### src/sv/sqmm_pkg.sv
`timescale 1ns / 1ps
`default_nettype none
// ----------------------------------------------------------------------------
// Square matrix multiply package
// Shared widths, defaults and the cell-to-cell link type.
// ----------------------------------------------------------------------------
package sqmm_pkg;

	localparam int DEF_MAX_DIM = 8;
	localparam int SIZE_W      = 4;
	localparam int SIZE_RST    = 8;
	localparam int ELEM_W      = 16;
	localparam int PROD_W      = 32;
	localparam int ACC_W       = 48;
	localparam int IDX_OUT_W   = 3;

	typedef struct packed {
		logic                     valid;
		logic                     first;
		logic signed [ELEM_W-1:0] a;
	} link_t;

endpackage
`default_nettype wire

### src/sv/sqmm_cell.sv
`timescale 1ns / 1ps
`default_nettype none
// ----------------------------------------------------------------------------
// Square matrix multiply cell
// Holds one column of B and the accumulator for one result column. Left
// elements arrive from the previous cell and are passed on in the next cycle.
// ----------------------------------------------------------------------------
module sqmm_cell import sqmm_pkg::*; #(
	parameter int MAX_DIM = DEF_MAX_DIM
) (
	input  wire                               clk,
	input  wire                               arst_n,
	input  wire   link_t                      link_in,
	output link_t                             link_out,
	input  wire                               b_we,
	input  wire  [$clog2(MAX_DIM)-1:0]        b_row,
	input  wire  signed [ELEM_W-1:0]          b_data,
	input  wire                               shift_en,
	input  wire  signed [ACC_W-1:0]           acc_in,
	output logic signed [ACC_W-1:0]           acc_out
);

	localparam int IW = $clog2(MAX_DIM);

	logic signed [ELEM_W-1:0] b_col_q [MAX_DIM];
	link_t                    lnk_s1;
	logic [IW-1:0]            k_q;
	logic [IW-1:0]            k_rd;
	logic signed [PROD_W-1:0] prod_s2;
	logic                     vld_s2;
	logic                     first_s2;
	logic signed [ACC_W-1:0]  acc_q;

	assign k_rd = lnk_s1.first ? '0 : k_q;

	always_ff @(posedge clk) begin
		if (b_we) begin
			b_col_q[b_row] <= b_data;
		end
	end

	always_ff @(posedge clk or negedge arst_n) begin
		if (!arst_n) begin
			lnk_s1   <= '0;
			vld_s2   <= 1'b0;
			first_s2 <= 1'b0;
			k_q      <= '0;
		end else begin
			lnk_s1   <= link_in;
			vld_s2   <= lnk_s1.valid;
			first_s2 <= lnk_s1.first;
			if (lnk_s1.valid) begin
				k_q <= k_rd + IW'(1);
			end
		end
	end

	always_ff @(posedge clk) begin
		prod_s2 <= PROD_W'($signed(lnk_s1.a)) * PROD_W'($signed(b_col_q[k_rd]));
		if (vld_s2) begin
			if (first_s2) begin
				acc_q <= ACC_W'(prod_s2);
			end else begin
				acc_q <= acc_q + ACC_W'(prod_s2);
			end
		end else if (shift_en) begin
			acc_q <= acc_in;
		end
	end

	assign link_out = lnk_s1;
	assign acc_out  = acc_q;

endmodule
`default_nettype wire

### config.mk
export PLATFORM = sky130hd
export DESIGN_NAME = sqmm_cell
export DESIGN_NICKNAME = d
export VERILOG_FILES = /design/src/sv/sqmm_pkg.sv /design/src/sv/sqmm_cell.sv
export SDC_FILE = /design/constraint.sdc
export NUM_CORES = 1
export LEC_CHECK = 0
export BUFFER_PORTS_ARGS = -buffer_cell sky130_fd_sc_hd__buf_4
export CAP_MARGIN = 5
export CORE_ASPECT_RATIO = 0.8
export CORE_MARGIN = 2
export CORE_UTILIZATION = 50
export CTS_CLUSTER_SIZE = 14
export DETAILED_ROUTE_END_ITERATION = 8
export GPL_TIMING_DRIVEN = 0
export PLACE_DENSITY = 0.67
export SYNTH_ARGS = -nofsm -noshare
export SYNTH_HDL_FRONTEND = slang
export SYNTH_SLANG_ARGS = --single-unit
### constraint.sdc
create_clock -name clk -period 20.3 [get_ports clk]
set_input_delay 4.06 -clock clk [delete_from_list [all_inputs] [get_ports clk]]
set_output_delay 4.06 -clock clk [all_outputs]
set_load 0.1 [all_outputs]
==> qor.yml <==
routing:
  post-route-drc-count: 0
  wl_per_cell_um: 19.1
  vias_per_cell: 5.45
  vias: 15100
  detail-route-antenna-nets: 0
  totalWireLength_um: 52700
  dr.pass1.iters: 7
  first_iter_violations: 1274
yosys:
  synth_flop_cell: "edfxtp_1"
  ys_types: 64
  synth_nets: 2488
  synth.area.top_cells: "edfxtp_1 25%, fa_1 25%, ha_1 7.8%"
  synth_top_cell_by_area: "edfxtp_1"
  synth_most_common_cell: "inv_1"
  ys_warn_count: 0
  netlist_area_um2: 20800
  synth_commonest_cells: "311 x inv_1, 263 x fa_1, 191 x nand2_1, 176 x edfxtp_1"
  synth_top_family_by_area: "adder cells"
  synth_seq_cells: 231
  synthArstFlopShare: 0.0996
  synth-edff-count: 176
  netlist_instances: 2006
  synth_compound_area_frac: 0.101
  synth_top_area_frac: 0.254
  synth-simple-area-share: 0.123
  synthMuxAreaShare: 0.0294
  seq_area_frac_synth: 0.312
  post_synth.cell_area_avg_um2: 10.4
  yosys.area_share.xor_xnor: 0.0332
  synthAdderAreaFrac: 0.331
clock_network:
  clk_pin_slew_ps: 70
  clk_path_buf_depth: 3
  clkLatencyLatePin_ps: 560
  cts_buffers: 25
  cts_resized: 0
  postCtsSetupBuffers: 0
  htreeDepth: 1
  cts_tree: "built"
  cts_root_buffer: "clkbuf_16"
  cts_hold_buf: 0
  clock_sinks: 231
die:
  core_um2: 40900
  die_area_um2: 43300
  ios: 155
  start_util: 0.510
  fp.dieW_um: 232
  std_cell_rows: 66
  die_h_um: 187
layout:
  nets: 2679
  final_area_um2: 23700
  area_growth_pct: 13.8
  drive_above_1_share: 0.122
critical_path:
  critPathSlowestCell: "o21ai_0"
  crit_start: "link_out[16]"
  end_kind: "flop"
  cp.required_ps: 20780
  startpoint_type: "flop"
  cp_data_arrival_time_ps: 10010
  cp_max_fo: 10
  rr_startpoint: "link_out[16]"
  path_buf_inv: 6
  cpMostUsedCell: "fa_1"
  worstSetupPathType: "flop to flop"
  slowest_delay_ps: 1070
  cp_top_family: "adder cells"
status:
  status: "complete, no violations"
place:
  io_buffer_count: 154
  dpl_cell_area_um2: 22800
  gp_congestion: 0.941
  hpwl_um: 41800
timing:
  period_share: 0.469
  worst_pin_slew_ps: 1390
  fin_skew_ps: 12.4
  slew_headroom: 0.0666
  setup_tns_ps: 0
  drv_slew: 0
  hold_violations: 0
  max_freq_mhz: 105
  setup_viol: 0
  period_minus_slack_ps: 9530
  rsz0062_at_grt: "no"
global_route:
  antenna_found_initial: 0
  overflow: 0
  grt_start_max_net_pins: 49
  grt_pass1_wl_um: 84400
  grt_pass1_vias: 15600
  grt.total_usage: 0.249
min_path:
  hp-class: "flop to flop"
  worstHoldStart: "k_q[1]"
job:
  maxCapViolCount: 0
==> worst register-to-register path: cells and delay by family, from the launching register on <==
| kind | cells | cell delay, ps |
|---|---|---|
| compound gates | 9 | 3060 |
| xor+xnor | 1 | 170 |
| fa+ha+maj | 7 | 3160 |
| buf+inv | 6 | 1210 |
| flops | 1 | 510 |
| simple gates | 5 | 1340 |
==> stage by stage <==
step,util,cells,hold slack (ps),worst slack (ps)
2_1_floorplan,-,2006,482,12570
4_1_cts,0.580,2760,523,10810
5_1_grt,0.580,2760,541,10250
3_5_place_dp,0.558,2714,508,10850
6_report,0.580,2762,524,10770
3_3_place_gp,0.555,2704,495,10940
==> routing by layer <==
metal / track usage / vias up / routed length, um
li1: - / 6960 / -
met1: 0.365 / 7458 / 23800
met2: 0.383 / 573 / 23300
met3: 0.0504 / 65 / 4550
met4: 0.0555 / 0 / 1150
met5: 0 / - / 0
==> sequential cells by signal, summed over array words and instances, names as in the netlist <==
signal    flops
k_q           3
b_col_q     128
vld_s2        1
acc_out      48
prod_s2      32
first_s2      1
link_out     18
==> cell type report <==
type                            count  area [um^2]
Timing Repair Buffer              164         1270
Tap cell                          544          681
Clock buffer                       31          711
Multi-Input combinational cell   1387        12900
Fill cell                        3566        17200
Clock inverter                     15          173
Sequential cell                   231         6500
Inverter                          312         1170
Buffer                             76          298
Antenna cell                        2         5.00
==> cell usage in the layout, fill, tap and decap left out, types with 23 or more instances in the layout <==
cell and instances:
nor2b_1 42, a21o_1 54, o21ai_0 63, dfrtp_1 23, xnor2_1 50, a21oi_1 130
ha_1 130, nor2_1 122, inv_1 311, fa_1 263, xor2_1 29, buf_4 155
dfxtp_1 32, clkbuf_16 27, and2_1 96, edfxtp_1 176, nand2_1 191, clkbuf_1 65
==> path summary, 6_finish.rpt <==
| check | end | slack (ps) | depth (start not counted) |
|---|---|---|---|
| max | prod_s2[30] | 10770 | 28 |
| min in group asynchronous | link_out[13] | 3400 | 1 |
| min | k_q[1] | 520 | 1 |
| min reg2reg | k_q[1] | 520 | 1 |
| max reg2reg | prod_s2[30] | 10770 | 28 |
| max in group asynchronous | link_out[4] | 16610 | 1 |
==> cells by family after synthesis <==
family          count (synthesis)
compound gates                341
xor+xnor                       79
fa+ha+maj                     393
buf+inv                       388
flops                         231
mux                            34
simple gates                  540
Power is not shown: default switching activity piles up to over one toggle a cycle in this logic, so the estimate is an artifact.
